$ cat src/rtl/css_pkg.sv
package css_pkg;

  localparam int unsigned KEY_W   = 30;
  localparam int unsigned CHAR_W  = 7;
  localparam int unsigned KICK_W  = 8;

  localparam logic [10:0]       KEY_MULT  = 11'd1153;
  localparam logic [KEY_W-1:0]  KEY_MOD   = 30'd1000000003;
  localparam logic [KEY_W-1:0]  FOLD_BIAS = 30'd999999907;  // KEY_MOD - 96
  localparam logic [31:0]       GOLDEN_Q32 = 32'h9E37_79B9;
  localparam logic [KICK_W-1:0] KICK_RESET = 8'd100;

  // Fold datapath widths: product < 2^41, quotient estimate from top 21 bits.
  localparam int unsigned P_W    = 41;
  localparam int unsigned REC_SH = 20;
  localparam int unsigned REC_W  = 21;
  localparam int unsigned QP_W   = 42;
  localparam int unsigned Q_W    = 12;
  // floor(2^50 / KEY_MOD)
  localparam logic [REC_W-1:0] RECIP = 21'd1125899;

  typedef enum logic {
    OP_INSERT = 1'b0,
    OP_SEARCH = 1'b1
  } op_e;

  typedef enum logic [1:0] {
    ST_PLACED  = 2'd0,
    ST_PRESENT = 2'd1,
    ST_DROPPED = 2'd2
  } status_e;

  typedef enum logic [2:0] {
    S_CLEAR,
    S_IDLE,
    S_FOLD,
    S_RDA,
    S_RDB,
    S_CHK
  } state_e;

  typedef struct packed {
    logic             valid;
    logic [KEY_W-1:0] key;
  } slot_t;

  typedef struct packed {
    logic              start;
    logic              last;
    logic [CHAR_W-1:0] char_code;
  } fold_req_t;

  typedef struct packed {
    logic             done;
    logic             last;
    logic [KEY_W-1:0] key;
  } fold_rsp_t;

endpackage

$ cat src/rtl/css_fold.sv
module css_fold
  import css_pkg::*;
(
  input  logic      clk_i,
  input  logic      rst_ni,
  input  fold_req_t req_i,
  output fold_rsp_t rsp_o
);

  logic [KEY_W-1:0] rk_q, rk_d;
  logic [2:0]       vld_q;
  logic             last_q;
  logic [P_W-1:0]   p_q, p_d;
  logic [Q_W-1:0]   q_q, q_d;
  logic [KEY_W:0]   r_q, r_d;
  logic [QP_W-1:0]  qprod;
  logic [QP_W-1:0]  diff;
  logic [KEY_W:0]   r_sub;
  logic [KEY_W-1:0] key;

  // rk*1153 + c - 96, kept non-negative by adding KEY_MOD
  assign p_d = P_W'(rk_q) * P_W'(KEY_MULT) + P_W'(req_i.char_code) + P_W'(FOLD_BIAS);

  // quotient estimate is exact or one low
  assign qprod = QP_W'(p_q[P_W-1:REC_SH]) * QP_W'(RECIP);
  assign q_d   = qprod[QP_W-1:QP_W-Q_W];

  assign diff = QP_W'(p_q) - QP_W'(q_q) * QP_W'(KEY_MOD);
  assign r_d  = diff[KEY_W:0];

  assign r_sub = r_q - {1'b0, KEY_MOD};
  assign key   = (r_q >= {1'b0, KEY_MOD}) ? r_sub[KEY_W-1:0] : r_q[KEY_W-1:0];
  assign rk_d  = last_q ? '0 : key;

  always_ff @(posedge clk_i or negedge rst_ni) begin
    if (!rst_ni) begin
      vld_q  <= '0;
      rk_q   <= '0;
      last_q <= 1'b0;
    end else begin
      vld_q <= {vld_q[1:0], req_i.start};
      if (req_i.start) begin
        last_q <= req_i.last;
      end
      if (vld_q[2]) begin
        rk_q <= rk_d;
      end
    end
  end

  always_ff @(posedge clk_i) begin
    if (req_i.start) begin
      p_q <= p_d;
    end
    if (vld_q[0]) begin
      q_q <= q_d;
    end
    if (vld_q[1]) begin
      r_q <= r_d;
    end
  end

  assign rsp_o.done = vld_q[2];
  assign rsp_o.last = last_q;
  assign rsp_o.key  = key;

endmodule

$ cat config.mk
export PLATFORM = sky130hd
export DESIGN_NAME = css_fold
export DESIGN_NICKNAME = d
export VERILOG_FILES = /design/src/rtl/css_pkg.sv /design/src/rtl/css_fold.sv
export SDC_FILE = /design/constraint.sdc
export NUM_CORES = 1
export LEC_CHECK = 0
export ABC_AREA = 1
export BUFFER_PORTS_ARGS = -buffer_cell sky130_fd_sc_hd__buf_2
export CAP_MARGIN = 30
export CORE_ASPECT_RATIO = 1.25
export CORE_MARGIN = 2
export CORE_UTILIZATION = 54
export DETAILED_ROUTE_END_ITERATION = 16
export GPL_TIMING_DRIVEN = 0
export PLACE_DENSITY = 0.74
export SYNTH_ARGS = -nofsm -noshare
export SYNTH_HDL_FRONTEND = slang
export SYNTH_SLANG_ARGS = --single-unit
$ cat constraint.sdc
create_clock -name clk_i -period 13.7 [get_ports clk_i]
set_input_delay 2.74 -clock clk_i [delete_from_list [all_inputs] [get_ports clk_i]]
set_output_delay 2.74 -clock clk_i [all_outputs]
set_load 0.05 [all_outputs]
# After elaboration in Yosys (flattened, before gate mapping)
# Index checks and enable logic that the tools add are counted.
dict set report totals {
  regBits 118
  inputBits 11
  elab_cells 16
}
dict set report op_classes {
  n_addsub 4
  mul 3
  order_cmp 1
  muxes 2
}
# op n
set ops {}
lappend ops {{$mux W30} 2}
lappend ops {{$mul A21 B21 Y42 const B} 1}
lappend ops {{$add A41 B30 Y41 const B} 1}
lappend ops {{$add A41 B7 Y41} 1}
lappend ops {{$mul A30 B11 Y41 const B} 1}
lappend ops {{$ge A31 B30 Y1 const B} 1}
lappend ops {{$mul A12 B30 Y31 const B} 1}
lappend ops {{$sub A31 B31 Y31} 1}
lappend ops {{$sub A30 B30 Y30 const B} 1}

# Depth between registers and ports, before layout
# Gate-level depths: netlist (run 1).
dict set report logic_depth {
  ltp_word 3
  depth_mapped 26
  ltp_nobuf 26
}

# Least setup slack after synthesis (run 1)
# Ideal clock, no wire load.
dict set report synth_timing {
  kind {input port to flip-flop}
  startpoint {in req_i[1] (netlist name)}
  endpoint {reg p_q[22], data pin}
  setup_ps 252
  arrival_time_ps 5404
  required_time_ps 13448
  slack_ps 8044
  path_stages 15
  n_path_buf 0
  cell_sequence {ha_1 > ha_1 > fa_1 > ha_1 > inv_1 > fa_1 > o21bai_1 > inv_1 > nor2_1 > a21o_1 > nand2_1 > nand2_1 > nand2_1 > nand3_1 > nand2_1}
}
dict set report synth_via {
  elab_chain_cells 2
}
# element line_no
set synth_lines {}
lappend synth_lines {{start, declared} css_fold.sv:6} ;# input fold_req_t req_i,
lappend synth_lines {{$add A41 B7 Y41} css_fold.sv:22} ;# assign p_d = P_W'(rk_q) * P_W'(KEY_MULT) + P_W'(req_i.char_code) + P_W'(FOLD_BIAS);
lappend synth_lines {{$add A41 B30 Y41} css_fold.sv:22}
lappend synth_lines {{via p_d[22]} css_fold.sv:13} ;# logic [P_W-1:0] p_q, p_d;
lappend synth_lines {{end signal, assigned} css_fold.sv:53} ;# p_q <= p_d;
lappend synth_lines {{end, declared} css_fold.sv:13}
# The timed path passes the listed nets, and every way through them passes these cells.
# A chain may end at the register's enable or synchronous reset.

# Final worst setup path (run 1)
# Ends and elaborated chain as after synthesis.

==> qor.yml, run 1 <==
ant_nets: 0
nNetsFinal: 3890
drc: 0
synth_top_area_share_pct: 24.9
synth_cells: 3097
design_area_sq_um: 25600
syn_avg_cell_area_sq_um: 7.76
relSlewSlack_pct: 36.4
start_util_pct: 54.6
clock_tree.root_cell: "clkbuf_16"
die_y_um: 240
required_ns: 13.88
setup_violations: 0
grt_pass1_wl_um: 109000
tns_ns: 0
status: "finished clean"
ctsResizeCount: 0
drv_cap: 0
critPathKind: "in2reg"
die_w_um: 193
num_rows: 86
synthesis.area_sq_um: 24000
gp_congestion: 0.986
post_synth_num_cell_types: 44
fin_crit_sh_pct: 44.8
ioPinCount: 43
vias: 20100
drt_first_pass_iters: 6
slew_violations: 0
drt-total-wl_um: 68100
timing.final.crit_period_ns: 6.14
holdCritPathClass: "reg2reg"
ys_top_cells_by_area: "ha_1 (25%), fa_1 (20%), inv_1 (11%)"
grt_overflow: 0
critPathMaxFanout: 4
via_per_inst: 5.38
htreeDepth: 4
yosysWarnings: 0
yosysTopAreaCell: "ha_1"
drive_gt1_share_pct: 3.85
grt_pass1_vias: 21000
cts.clk_slew.worst_paths_ns: 0.06
die_area_sq_um: 46200
ys_ff_latch: 118
syn-num-nets: 3828
cts_tree: "yes"
endpoint_kind: "flip-flop"
diodes: 0
core_area_sq_um: 44000
clk_path_buf_depth: 2
skew_ns: 0.0198
cts_hold_buf: 0
finalHoldViolCount: 0
cts_buffers: 17
wl_per_cell_um: 18.2
numPortBuffers: 42
cts.sinks: 118
post_cts_buffers: 0
rsz0062_at_grt: "no"
cp-start-kind: "input pin"
dpl-instance-area_sq_um: 25000
area_growth_pct: 6.49
grt_max_degree: 44
dp_hpwl_um: 59400
max_freq_mhz: 163
grt_util_all_layers_pct: 31.0
ys_seq_area_share_pct: 14.0
arrival_ns: 6.33
drt_iter0_markers: 1086
antenna_found_initial: 0
clock_latency_ns: 0.45
worst_pin_slew_ns: 0.953
[layer usage]
| metal | track usage [%] | vias up | wire length (um) |
|---|---|---|---|
| met5 | 0 | - | 0 |
| li1 | - | 9877 | - |
| met3 | 2.58 | 132 | 2560 |
| met4 | 13.9 | 0 | 3100 |
| met1 | 37.8 | 9597 | 28300 |
| met2 | 55.2 | 535 | 34100 |
[cell families after synthesis]
family / after synthesis / synth area share, %
and+or+nand+nor: 1185 / 20.6
buffers and inverters: 756 / 11.9
adders and majority gates: 720 / 45.0
AOI/OAI and AO/OA: 250 / 5.89
DFF: 118 / 14.0
xor gates and xnor gates: 67 / 2.44
muxes: 1 / 0.0469
[worst paths after layout]
kind                            cells after the start  slack [ns]     start        to
min in group asynchronous                           1        2.39    rst_ni  rk_q[25]
worst max register to register                     22        7.60   p_q[26]   q_q[10]
worst min register to register                      2        0.49  rk_q[17]  rk_q[17]
worst max-delay path                               16        7.56  req_i[1]   p_q[22]
worst min-delay path                                2        0.49  rk_q[17]  rk_q[17]
max in group asynchronous                           1       10.80    rst_ni  vld_q[2]
[through the flow]
stage,util [%],worst slack [ns],cells,hold WS [ns]
finish,58.1,7.56,3744,0.486
global route,58.1,7.27,3744,0.533
CTS,58.1,7.60,3744,0.485
detailed placement,56.8,7.15,3712,0.477
global placement,56.7,7.13,3711,0.470
floorplan,-,8.04,3097,0.449
[layout by cell type (no fill, tap or decap), drive strengths merged, types with 2 or more instances in the layout]
cell type | netlist | routed
clkbuf | 8 | 25
nor3 | 16 | 16
nand4 | 65 | 65
and2 | 13 | 13
o21bai | 21 | 21
buf | 13 | 56
nand3 | 151 | 151
o21ai | 72 | 72
nand3b | 4 | 4
xnor2 | 14 | 14
fa | 241 | 241
nand2 | 671 | 671
clkinv | 1 | 3
inv | 734 | 744
a21oi | 123 | 123
and3 | 3 | 3
dfrtp | 34 | 34
a31oi | 6 | 6
a21boi | 7 | 7
nor4 | 7 | 7
o21a | 7 | 7
edfxtp | 84 | 84
nor2 | 253 | 253
ha | 479 | 479
a21o | 13 | 13
bufinv | 0 | 2
xor2 | 53 | 53
[worst max-delay path, stage by stage]
cell,delay (ns)
buf_2,0.10
ha_1,0.28
ha_1,0.34
fa_1,0.52
ha_1,0.30
inv_1,0.09
fa_1,0.50
o21bai_1,0.27
inv_1,0.09
nor2_1,0.31
a21o_1,0.27
nand2_1,0.07
nand2_1,0.18
nand2_1,0.10
nand3_1,0.08
nand2_1,0.08
[registers in the layout (all words and copies together) (netlist names)]
signal	flops
r_q	31
q_q	12
vld_q	3
p_q	41
rk_q	30
last_q	1
[cells in the mapped netlist (all sizes together)]
master	number
nand3b	4
dfrtp	34
xnor2	14
o21bai	21
and2	13
buf	13
fa	241
o211ai	1
nor3	16
o21ai	72
nor4	7
ha	479
xor2	53
edfxtp	84
nand2	671
nand2b	1
nand3	151
a21oi	123
nand4	65
nor2	253
and3	3
a21o	13
inv	734
a31oi	6
o21a	7
clkbuf	8
a21boi	7
clkinv	1
or2	1
mux2	1
[layout make-up]
cell class / instances / area [sq um]
plain buffers: 21 / 109
clock buffers: 17 / 425
clock inverters: 15 / 180
fillers: 4046 / 18400
inverters: 735 / 2760
multi-input cells: 2223 / 17800
flip-flops and latches: 118 / 3370
well taps: 572 / 716
repair buffers: 43 / 238
Power of run 1 is not shown: default switching activity piles up to over one toggle a cycle in this logic, so the estimate is an artifact.
==> inputs of run 2 (changes only) <==
==> constraint.sdc (replaced) <==
create_clock -name clk_i -period 5.7 [get_ports clk_i]
set_input_delay 1.14 -clock clk_i [delete_from_list [all_inputs] [get_ports clk_i]]
set_output_delay 1.14 -clock clk_i [all_outputs]
set_load 0.05 [all_outputs]
==> qor.yml, run 2 (synthesis results as in run 1) <==
status: "finished clean"
grt_pass1_wl_um: 110000
die_area_sq_um: 46200
ant_nets: 0
cp-start-kind: "flip-flop"
relSlewSlack_pct: 36.4
via_per_inst: 5.39
drive_gt1_share_pct: 5.83
skew_ns: 0.0191
grt_max_degree: 44
drt_first_pass_iters: 5
max_freq_mhz: 182
num_rows: 86
critPathMaxFanout: 4
r2r-end: "q_q[3]"
setup_violations: 0
pre_cts_ws_ns: -0.385
start_util_pct: 54.6
drv_cap: 0
drt-total-wl_um: 69000
slew_violations: 0
arrival_ns: 5.68
drt_iter0_markers: 1205
numPortBuffers: 42
rr_startpoint: "p_q[31]"
reg_top3: "p_q x41, r_q x31, rk_q x30"
whs_ns: 0.486
finalHoldViolCount: 0
critPathKind: "reg2reg"
drc: 0
antenna_found_initial: 0
clock_tree.root_cell: "clkbuf_16"
gp_congestion: 0.986
dp_cells: 3712
endpoint_kind: "flip-flop"
largest_reg_flops: 41
ioPinCount: 43
grt_util_all_layers_pct: 31.3
cp-endpoint: "q_q[3]"
final_cells: 3780
clk_path_buf_depth: 2
r2r_cells: 19
crit_start: "p_q[31]"
r2r_setup_slack_ns: 0.21
rsz0062_at_grt: "yes"
largest-register: "p_q"
fin_ws_ns: 0.206
grt_overflow: 0
cts.sinks: 118
vias: 20400
die_y_um: 240
cts_tree: "yes"
fin_util_pct: 59.1
cts.clk_slew.worst_paths_ns: 0.07
most-common-layout-cells: "inv_1 (718), nand2_1 (664), ha_1 (476)"
cts_buffers: 17
nNetsFinal: 3926
die_w_um: 193
required_ns: 5.88
worst_pin_slew_ns: 0.954
diodes: 0
grt_pass1_vias: 21100
holdCritPathClass: "reg2reg"
clock_latency_ns: 0.45
fin_crit_sh_pct: 96.4
core_area_sq_um: 44000
area_growth_pct: 8.17
wl_per_cell_um: 18.3
dp_hpwl_um: 59400
layout_commonest_cell: "inv_1"
timing.final.crit_period_ns: 5.49
htreeDepth: 4
[run 2: stage by stage]
stage          area [sq um]  setup TNS, ns
5_1_grt               26000        -0.0387
3_5_place_dp          25000          -3.39
4_1_cts               25700              0
2_1_floorplan         24000              0
6_report              26000              0
3_3_place_gp          25000          -2.78
[run 2: how the worst min path moves through the flow]
stage          cells past startpoint  slack [ns]     start       end
5_1_grt                            2        0.53  rk_q[17]  rk_q[17]
6_report                           2        0.49  rk_q[17]  rk_q[17]
2_1_floorplan                      2        0.45  rk_q[13]  rk_q[13]
3_3_place_gp                       2        0.47  rk_q[17]  rk_q[17]
3_5_place_dp                       2        0.48  rk_q[17]  rk_q[17]
4_1_cts                            2        0.48  rk_q[17]  rk_q[17]
[run 2: routing by layer]
layer / share of wire (%) / track usage (%) / wire length, um / vias up
li1: - / - / - / 9944
met1: 42 / 38.1 / 28800 / 9726
met2: 50 / 55.7 / 34600 / 561
met3: 3.5 / 2.71 / 2420 / 143
met4: 4.7 / 14.1 / 3240 / 0
met5: 0 / 0 / 0 / -
[run 2: area by class of cell]
type	instances	area (sq um)
fillers	4003	18000
multi-input cells	2223	17900
flip-flops and latches	118	3370
inverters	735	2760
well taps	572	716
repair buffers	79	520
clock buffers	17	425
clock inverters	15	180
plain buffers	21	109
[run 2: timing repair]
action,CTS,global route
pin swaps,0,5
cloned,0,0
endpoints found under the setup margin,12,12
hold buffers,0,0
endpoints found under the hold margin,0,0
resized for setup,0,36
buffers inserted,20,16
[run 2: worst max-delay path, cell delays in order (launching register included)]
cell and delay (ns):
edfxtp_1 0.52, buf_4 0.20, fa_1 0.45, ha_1 0.31, ha_1 0.31, fa_1 0.49
fa_1 0.53, fa_1 0.56, inv_1 0.06, fa_1 0.51, inv_1 0.04, ha_1 0.33
a21oi_1 0.21, o21ai_1 0.15, a21oi_2 0.19, nor2_1 0.06, nor2_1 0.13, nand2_1 0.08
nand2_1 0.05, nand2_1 0.08
Power of run 2 is left out for the same reason.
