`src/rtl/css_pkg.sv`:
```
package css_pkg;

  localparam int unsigned KEY_W   = 30;
  localparam int unsigned CHAR_W  = 7;
  localparam int unsigned KICK_W  = 8;

  localparam logic [10:0]       KEY_MULT  = 11'd1153;
  localparam logic [KEY_W-1:0]  KEY_MOD   = 30'd1000000003;
  localparam logic [KEY_W-1:0]  FOLD_BIAS = 30'd999999907;  // KEY_MOD - 96
  localparam logic [31:0]       GOLDEN_Q32 = 32'h9E37_79B9;
  localparam logic [KICK_W-1:0] KICK_RESET = 8'd100;

  // Fold datapath widths: product < 2^41, quotient estimate from top 21 bits.
  localparam int unsigned P_W    = 41;
  localparam int unsigned REC_SH = 20;
  localparam int unsigned REC_W  = 21;
  localparam int unsigned QP_W   = 42;
  localparam int unsigned Q_W    = 12;
  // floor(2^50 / KEY_MOD)
  localparam logic [REC_W-1:0] RECIP = 21'd1125899;

  typedef enum logic {
    OP_INSERT = 1'b0,
    OP_SEARCH = 1'b1
  } op_e;

  typedef enum logic [1:0] {
    ST_PLACED  = 2'd0,
    ST_PRESENT = 2'd1,
    ST_DROPPED = 2'd2
  } status_e;

  typedef enum logic [2:0] {
    S_CLEAR,
    S_IDLE,
    S_FOLD,
    S_RDA,
    S_RDB,
    S_CHK
  } state_e;

  typedef struct packed {
    logic             valid;
    logic [KEY_W-1:0] key;
  } slot_t;

  typedef struct packed {
    logic              start;
    logic              last;
    logic [CHAR_W-1:0] char_code;
  } fold_req_t;

  typedef struct packed {
    logic             done;
    logic             last;
    logic [KEY_W-1:0] key;
  } fold_rsp_t;

endpackage

```
`src/rtl/css_slot_hash.sv`:
```
module css_slot_hash
  import css_pkg::*;
#(
  parameter int unsigned ADDR_W = 12
) (
  input  logic              clk_i,
  input  logic              en_i,
  input  logic [KEY_W-1:0]  key_i,
  output logic [ADDR_W-1:0] idx_o
);

  logic [KEY_W+31:0] prod;
  logic [31:0]       frac_q;

  // frac(key * golden ratio) in Q0.32; slot is its top bits
  assign prod = (KEY_W+32)'(key_i) * (KEY_W+32)'(GOLDEN_Q32);

  always_ff @(posedge clk_i) begin
    if (en_i) begin
      frac_q <= prod[31:0];
    end
  end

  assign idx_o = frac_q[31 -: ADDR_W];

endmodule

```
`config.mk`:
```
export PLATFORM = sky130hd
export DESIGN_NAME = css_slot_hash
export DESIGN_NICKNAME = d
export VERILOG_FILES = /design/src/rtl/css_pkg.sv /design/src/rtl/css_slot_hash.sv
export SDC_FILE = /design/constraint.sdc
export NUM_CORES = 1
export LEC_CHECK = 0
export ABC_AREA = 1
export BUFFER_PORTS_ARGS = -buffer_cell sky130_fd_sc_hd__buf_2
export CORE_MARGIN = 3
export CORE_UTILIZATION = 65
export CTS_CLUSTER_SIZE = 10
export DETAILED_ROUTE_END_ITERATION = 10
export PLACE_DENSITY = 0.84
export SLEW_MARGIN = 25
export SYNTH_ARGS = -nofsm -noshare
export SYNTH_HDL_FRONTEND = slang
export SYNTH_SLANG_ARGS = --single-unit
```
`constraint.sdc`:
```
create_clock -name clk_i -period 7.4 [get_ports clk_i]
set_clock_uncertainty 0.1 [all_clocks]
set_input_delay 0.74 -clock clk_i [delete_from_list [all_inputs] [get_ports clk_i]]
set_output_delay 0.74 -clock clk_i [all_outputs]
set_load 0.005 [all_outputs]
```
# After elaboration in Yosys (flattened, before gate mapping)
# Index checks and enable logic that the tools add are counted.
op_classes:
  div_mod_pow: 0
  addsub: 0
  mul: 1
  magnitude_cmp: 0
  n_eq_ne: 0
  reduce_logical: 0
  shifts: 0
  n_bitwise: 0
  mux: 0
ops:
  columns: ["operator", "count"]
  rows:
  - ["30-bit by 32-bit multiplier with 32-bit output, second input constant", 1]
word_totals:
  ram_bits: 0
  register_bits: 32
  out_inout_bits: 12
  wordCells: 2
  latchBits: 0
  mem_bits_ro: 0
  n_memories: 0
  input_bits: 32

# Longest topological paths before layout
# Gate-level depths: netlist (run 1).
logic_depth:
  word_depth: 1
  mapped_depth: 26
  depth_no_buf: 26

# Worst setup path before layout (run 1)
# OpenSTA, ideal clock, no wires.
synth_timing:
  kind: "input to register"
  start: "input port key_i[9]"
  end: "register frac_q[27] (data pin)"
  n_path_buf: 0
  stages: 23
  arrival_time_ns: 6.012
  setup_time_ns: 0.259
  path_slack_ns: 1.029
  required_ns: 7.041
  path_cell_list: "inv_1 > fa_1 > fa_1 > inv_1 > fa_1 > fa_1 > inv_1 > fa_1 > inv_1 > fa_1 > fa_1 > inv_1 > fa_1 > inv_1 > ha_1 > nand2_2 > nor2_2 > inv_2 > nor3_2 > nand4_1 > nand3_1 > a21oi_1 > xnor2_1"
synth_between:
  elab_chain_cells: 1
synth_lines:
  columns: ["item", "line", "rtl"]
  rows:
  - ["start, declared", "css_slot_hash.sv:8", "input logic [KEY_W-1:0] key_i,"]
  - ["30-bit by 32-bit multiplier with 32-bit output", "css_slot_hash.sv:16", "assign prod = (KEY_W+32)'(key_i) * (KEY_W+32)'(GOLDEN_Q32);"]
  - ["net prod[27]", "css_slot_hash.sv:12", "logic [KEY_W+31:0] prod;"]
  - ["end signal, assigned", "css_slot_hash.sv:20", "frac_q <= prod[31:0];"]
  - ["end, declared", "css_slot_hash.sv:13", "logic [31:0] frac_q;"]
# The timed path passes the listed nets, and every way through them passes these cells.
# A chain may end at the register's enable or synchronous reset.

# Worst setup path in the final report (run 1)
# Same ends and word-level chain as after synthesis.

==> flow_metrics.py, run 1 <==
metrics = {
    "drt": {
        "vias": 6386,
        "routedWlPerCell_microns": 18.6,
        "ant_nets": 0,
        "viasPerCell": 5.47,
        "drc_errors": 0,
        "drt_first_pass_iters": 5,
        "drtIter0Drc": 417,
        "drt_wl_total_mm": 21.7,
    },
    "cells_and_area": {
        "final_cell_mix": "inv_1 (290), fa_1 (202), ha_1 (169)",
        "mostFrequentLayoutCell": "inv_1",
        "nNetsFinal": 1395,
        "instances_no_fill": 1167,
        "top_register": "frac_q",
        "nFillCells": 996,
        "diodes": 0,
        "largest_reg_flops": 12,
        "area_delta_synth_final_pct": 5.73,
        "drive_above_1_share_pct": 6.16,
        "largestRegisters": "frac_q x12",
    },
    "setup_path": {
        "slowest_delay_ns": 0.55,
        "worstSetupStartpointType": "input port",
        "critPathKind": "in -> reg",
        "crit_top_cell": "fa_1",
        "cp_slowest_cell": "fa_1",
        "path_max_fanout": 6,
        "arrival_ns": 6.89,
        "end_kind": "flop",
        "worstPathRequired_ns": 7.29,
        "worstPathCellList": "buf_2, inv_1, fa_1, fa_1, inv_1, fa_1, fa_1, inv_1, fa_1, inv_1, fa_1, fa_1, inv_1, fa_1, inv_1, ha_1, a21oi_1, o21ai_1, a21oi_1, nand3_1, a21oi_1, xnor2_1",
    },
    "min_path": {
        "worst_hold_path.endpoint": "frac_q[30]",
        "hp-start": "en_i",
        "whs_path_depth": 1,
        "hp-class": "in -> reg",
    },
    "cts": {
        "cts_buffers": 3,
        "cts_setup_buffers": 0,
        "cts_resized": 0,
        "cts.sinks": 12,
        "cts_buffer_depth": 2,
        "cts.reportedPaths.clkPinSlew_ns": 0.04,
        "postCtsHoldBufs": 0,
        "cts_max_level": 1,
        "cts-root-buf": "clkbuf_16",
        "cts_tree": "built",
    },
    "logic_synthesis": {
        "yosys_warnings": 0,
        "ys_ff_latch": 12,
        "synth_ff_type": "edfxtp_1",
        "synth_edf_count": 12,
        "synth_seq_area_share_pct": 4.01,
        "ys_types": 32,
        "synth_nets": 1347,
        "synthCells": 944,
        "syn_area_per_cell_sq_um": 9.51,
        "syn_area_sq_um": 8980,
        "synthArstFlopShare_pct": 0,
    },
    "status": {
        "status": "complete, no violations",
    },
    "placed_design": {
        "io_buffers": 43,
        "post-dp-hpwl_mm": 20.3,
        "numPlacedInstances": 1163,
        "gp_congestion": 0.987,
    },
    "floorplan": {
        "die_h_microns": 124,
        "start_util_pct": 67.0,
        "die_x_microns": 124,
        "core_sq_um": 13400,
        "dieArea_sq_um": 15300,
        "ioPinCount": 44,
        "rows": 42,
    },
    "grt": {
        "grt_max_degree": 13,
        "grt_overflow": 0,
        "first_global_vias": 6846,
        "grt_util_all_layers_pct": 30.1,
        "grt_pass1_wl_mm": 34.5,
        "antenna_found_initial": 0,
    },
    "flow_run": {
        "max-cap-violations": 0,
    },
    "timing": {
        "grt_setup_unrepaired": "false",
        "hold_viol": 0,
        "worst-slew-pin-transition_ns": 0.421,
        "slew_viol_final": 0,
        "min_period_over_period_pct": 94.6,
        "min_period_ns": 7.00,
        "final.setup.tns_ns": 0,
        "finalSetupViolations": 0,
        "slew-limit-headroom_pct": 72.0,
        "max_freq_ghz": 0.143,
    },
}
cell families (layout without fill, tap and decap cells):
logic type,after synthesis,count (layout),synth area share [%]
AO/OA/AOI/OAI,63,63,3.97
adder cells (fa/ha/maj),371,371,68.6
buffers and inverters,295,342,12.3
XOR/XNOR,26,26,2.62
AND/OR/NAND/NOR,177,177,8.46
flip-flops,12,12,4.01
area by class of cell:
class / instances / area (sq um) / share of cell area [%]
inverters: 295 / 1110 / 11.7
repair buffers: 43 / 215 / 2.27
clock inverters: 1 / 3.75 / 0.0395
clock buffers: 3 / 75.1 / 0.791
multi-input cells: 637 / 7510 / 79.1
well taps: 176 / 220 / 2.32
flip-flops and latches: 12 / 360 / 3.80
per-stage QoR:
step	worst slack (ns)	area [sq um]	hold slack (ns)	util, %
floorplan	1.03	8980	0.752	-
global placement	0.269	9410	1.03	70.2
detailed placement	0.232	9410	1.03	70.2
CTS	0.473	9490	0.793	70.8
global route	0.157	9490	0.798	70.8
finish	0.397	9490	0.788	70.8
how the worst max path moves through the flow:
stage	startpoint	endpoint
final	key_i[9]	frac_q[27]
after global routing	key_i[3]	frac_q[27]
after CTS	key_i[3]	frac_q[27]
after detailed placement	key_i[9]	frac_q[27]
after global placement	key_i[9]	frac_q[27]
after floorplan	key_i[9]	frac_q[27]
routing by layer:
layer | track usage, % | vias up | routed length (microns)
met2 | 49.3 | 265 | 10500
met3 | 6.18 | 62 | 1720
met5 | 0 | - | 0
met1 | 40.2 | 3125 | 8810
li1 | - | 2934 | -
met4 | 10.3 | 0 | 757
worst max-delay path: cells and delay by family:
kind	cells	cell delay [ns]
xor+xnor	1	0.10
compound gates	4	0.83
simple gates	1	0.23
buf+inv	7	0.56
fa+ha+maj	9	4.43
synthesized netlist by cell type, types with 4 or more instances:
cell type,instances,area share (%)
inv_1,290,12
nand2_1,100,4.2
nand2_2,4,0.28
xnor2_1,10,0.98
inv_2,5,0.21
nand3b_1,4,0.33
a21o_1,6,0.50
nand3_1,21,1.2
nand4_1,6,0.42
a21oi_1,29,1.6
o21ai_1,13,0.72
edfxtp_1,12,4.0
ha_1,169,24
nor2_1,33,1.4
xor2_1,15,1.5
fa_1,202,45
o21ai_0,5,0.28
Power of run 1 is not shown: default switching activity piles up to over one toggle a cycle in this logic, so the estimate is an artifact.
==> run 2, diff against run 1 <==
- PLACE_DENSITY: 0.84 -> unset
- PLACE_DENSITY_LB_ADDON: unset -> 0.25
==> run 2 against run 1 <==
  * Sequential share of layout area is the same
  * Non-clock buffer count is the same
  * Final cell count is the same
  * Design area is the same
  * Die area is the same
  * First-iteration DRC count shrank 19%
  * Critical endpoint unchanged
  * Largest cell class unchanged
==> flow_metrics.py, run 2 (synthesis results as in run 1) <==
metrics = {
    "grt": {
        "first_global_vias": 6299,
        "grt_overflow": 0,
        "grt_max_degree": 13,
        "grt_util_all_layers_pct": 28.3,
        "grt_pass1_wl_mm": 32.3,
        "antenna_found_initial": 0,
    },
    "setup_path": {
        "cp_slowest_cell": "fa_1",
        "arrival_ns": 6.71,
        "end_kind": "flop",
        "slowest_delay_ns": 0.53,
        "crit_top_cell": "fa_1",
        "worstPathCellList": "buf_2, inv_1, fa_1, fa_1, inv_1, fa_1, fa_1, inv_1, fa_1, inv_1, fa_1, fa_1, inv_1, fa_1, inv_1, ha_1, nand2_2, nor2_2, inv_2, nor3_2, nand4_1, nand3_1, a21oi_1, xnor2_1",
        "worstSetupStartpointType": "input port",
        "worstPathRequired_ns": 7.28,
        "critPathTopFamily": "adder cells",
        "crit_start": "key_i[9]",
        "cp.depth": 24,
        "critPathKind": "in -> reg",
        "endpoint": "frac_q[27]",
        "path_max_fanout": 6,
        "path_buf_inv": 8,
    },
    "floorplan": {
        "start_util_pct": 67.0,
        "core_sq_um": 13400,
        "dieArea_sq_um": 15300,
        "die_x_microns": 124,
        "rows": 42,
        "die_h_microns": 124,
        "ioPinCount": 44,
    },
    "flow_run": {
        "max-cap-violations": 0,
    },
    "cts": {
        "postCtsHoldBufs": 0,
        "cts_buffer_depth": 2,
        "cts_resized": 0,
        "cts.sinks": 12,
        "cts-root-buf": "clkbuf_16",
        "cts.reportedPaths.clkPinSlew_ns": 0.04,
        "cts_max_level": 1,
        "cts_tree": "built",
        "cts_setup_buffers": 0,
        "cts_buffers": 3,
    },
    "timing": {
        "grt_setup_unrepaired": "false",
        "final.setup.tns_ns": 0,
        "max_freq_ghz": 0.146,
        "slew-limit-headroom_pct": 72.0,
        "min_period_over_period_pct": 92.3,
        "min_period_ns": 6.83,
        "finalSetupViolations": 0,
        "worst-slew-pin-transition_ns": 0.418,
        "hold_viol": 0,
        "slew_viol_final": 0,
    },
    "cells_and_area": {
        "drive_above_1_share_pct": 6.16,
        "diodes": 0,
        "nNetsFinal": 1395,
        "top_register": "frac_q",
        "final_cell_mix": "inv_1 (290), fa_1 (202), ha_1 (169)",
        "largestRegisters": "frac_q x12",
        "mostFrequentLayoutCell": "inv_1",
        "instances_no_fill": 1167,
        "finish.utilization_pct": 70.8,
        "area_delta_synth_final_pct": 5.73,
        "largest_reg_flops": 12,
    },
    "drt": {
        "drt_wl_total_mm": 20.7,
        "routedWlPerCell_microns": 17.7,
        "vias": 6260,
        "ant_nets": 0,
        "drt_first_pass_iters": 5,
        "drtIter0Drc": 336,
        "drc_errors": 0,
        "viasPerCell": 5.36,
    },
    "min_path": {
        "hp-class": "in -> reg",
        "whs_path_depth": 1,
    },
    "placed_design": {
        "gp_congestion": 1.06,
        "io_buffers": 43,
        "post-dp-hpwl_mm": 19.5,
        "numPlacedInstances": 1163,
    },
    "status": {
        "status": "complete, no violations",
    },
}
-- run 2: metrics by stage --
step / setup slack [ns] / hold slack (ns) / cell area [sq um]
floorplan: 1.03 / 0.752 / 8980
global placement: 0.354 / 1.03 / 9410
detailed placement: 0.354 / 1.04 / 9410
CTS: 0.593 / 0.795 / 9490
global route: 0.298 / 0.802 / 9490
finish: 0.570 / 0.796 / 9490
-- run 2: cell type report --
class | instances | area, sq um
multi-input combinational | 637 | 7510
fill | 1044 | 3910
clock buffer | 3 | 75.1
tap | 176 | 220
timing repair buffer | 43 | 215
sequential | 12 | 360
clock inverter | 1 | 3.75
inverter | 295 | 1110
-- run 2: how the worst min path moves through the flow --
stage | startpoint | end | slack [ns]
floorplan | en_i | frac_q[20] | 0.75
global placement | en_i | frac_q[26] | 1.03
detailed placement | frac_q[20] | idx_o[0] | 1.04
CTS | en_i | frac_q[22] | 0.80
global route | en_i | frac_q[22] | 0.80
finish | en_i | frac_q[22] | 0.80
-- run 2: routing by layer --
metal  track usage, %  up-vias  part of all wire [%]
li1                 -     2930                     -
met1             40.9     3094                    43
met2             45.8      204                    48
met3             3.34       32                   5.9
met4             7.68        0                   2.7
met5                0        -                     0
Power of run 2 is left out for the same reason.
==> run 3, diff against run 2 <==
- CORE_ASPECT_RATIO: unset -> 0.7
- CORE_UTILIZATION: 65 -> 66
- CTS_BUF_LIST: unset -> sky130_fd_sc_hd__clkbuf_8
==> run 3 against run 2 <==
  * Critical path depth is 3 lower
  * Non-clock buffer count is 1 higher
  * Design area is 0.22% lower
  * Flip-flop and latch count stayed put
  * Utilization is 2.9 points higher
  * Setup slack worse by 0.0021 ns
  * Fmax hardly changed
  * Clock-buffer cell count stayed put
  * Worst hold slack worse by 0.0099 ns
  * Final cell count is 0.43% higher
  * Global-route usage is 1.3 points higher
  * Critical endpoint is now frac_q[31]
  * Highest routed layer unchanged
==> flow_metrics.py, run 3 (synthesis results as in run 1) <==
metrics = {
    "timing": {
        "min_period_over_period_pct": 92.3,
        "slew_viol_final": 0,
        "hold_viol": 0,
        "finalSetupViolations": 0,
        "max_freq_ghz": 0.146,
        "slew-limit-headroom_pct": 67.0,
        "min_period_ns": 6.83,
        "grt_setup_unrepaired": "false",
        "final.setup.tns_ns": 0,
        "worst-slew-pin-transition_ns": 0.493,
    },
    "floorplan": {
        "die_h_microns": 104,
        "dieArea_sq_um": 15100,
        "core_sq_um": 12800,
        "die_x_microns": 145,
        "ioPinCount": 44,
        "start_util_pct": 69.9,
        "rows": 34,
    },
    "cells_and_area": {
        "diodes": 0,
        "top_register": "frac_q",
        "nNetsFinal": 1396,
        "drive_above_1_share_pct": 6.25,
        "nFillCells": 987,
        "largestRegisters": "frac_q x12",
        "area_delta_synth_final_pct": 5.49,
        "final_cell_mix": "inv_1 (290), fa_1 (202), ha_1 (169)",
        "largest_reg_flops": 12,
        "mostFrequentLayoutCell": "inv_1",
    },
    "grt": {
        "grt_pass1_wl_mm": 34.8,
        "grt_max_degree": 13,
        "grt_overflow": 0,
        "first_global_vias": 6629,
        "antenna_found_initial": 0,
        "grt_util_all_layers_pct": 29.6,
    },
    "flow_run": {
        "max-cap-violations": 0,
    },
    "cts": {
        "postCtsHoldBufs": 0,
        "cts_setup_buffers": 0,
        "cts_buffers": 3,
        "cts_resized": 0,
        "cts_buffer_depth": 2,
        "cts.sinks": 12,
        "cts-root-buf": "clkbuf_8",
        "cts_max_level": 1,
        "cts.reportedPaths.clkPinSlew_ns": 0.05,
        "cts_tree": "built",
    },
    "setup_path": {
        "arrival_ns": 6.72,
        "worstPathRequired_ns": 7.28,
        "worstSetupStartpointType": "input port",
        "path_max_fanout": 4,
        "critPathKind": "in -> reg",
        "end_kind": "flop",
    },
    "drt": {
        "ant_nets": 0,
        "drtIter0Drc": 448,
        "vias": 6336,
        "drt_wl_total_mm": 21.4,
        "drc_errors": 0,
        "viasPerCell": 5.41,
        "routedWlPerCell_microns": 18.2,
        "drt_first_pass_iters": 5,
    },
    "min_path": {
        "hp-class": "in -> reg",
    },
    "placed_design": {
        "io_buffers": 43,
        "post-dp-hpwl_mm": 20.0,
        "gp_congestion": 0.968,
    },
    "status": {
        "status": "complete, no violations",
    },
}
run 3: worst paths after layout:
path	cells past startpoint	startpoint	slack, ns	to
worst max-delay path	21	key_i[12]	0.57	frac_q[31]
worst min-delay path	1	en_i	0.79	frac_q[26]
run 3: cell type report:
cell class / count / area [sq um] / area share [%]
flip-flops and latches: 12 / 360 / 3.80
repair buffers: 44 / 223 / 2.35
clock buffers: 3 / 41.3 / 0.436
inverters: 295 / 1110 / 11.7
well taps: 180 / 225 / 2.38
multi-input cells: 637 / 7510 / 79.3
clock inverters: 1 / 3.75 / 0.0396
run 3: through the flow:
step | setup WS, ns | instance area (sq um) | instances | util [%] | hold slack [ns]
finish | 0.568 | 9470 | 1172 | 73.7 | 0.786
global route | 0.195 | 9470 | 1172 | 73.7 | 0.790
CTS | 0.596 | 9470 | 1172 | 73.7 | 0.783
detailed placement | 0.375 | 9430 | 1168 | 73.4 | 1.03
global placement | 0.373 | 9430 | 1168 | 73.4 | 1.03
floorplan | 1.03 | 8980 | 944 | - | 0.752
run 3: metal layers:
layer  track usage [%]  routed length (microns)
met2              41.0                     8620
met4              3.66                      221
met5                 0                        0
met1              46.3                     9940
met3              10.5                     2590
run 3: worst max-delay path: stages:
cell,delay [ns]
buf_2,0.14
fa_1,0.66
fa_1,0.51
fa_1,0.56
inv_1,0.05
fa_1,0.53
fa_1,0.44
fa_1,0.55
inv_1,0.06
fa_1,0.50
fa_1,0.61
ha_1,0.41
nand2_1,0.08
nor2_1,0.15
nand2_1,0.12
nor4_1,0.18
nand2_1,0.14
nand3_2,0.12
inv_1,0.04
nand3_1,0.07
nand2_1,0.05
Power of run 3 is left out for the same reason.
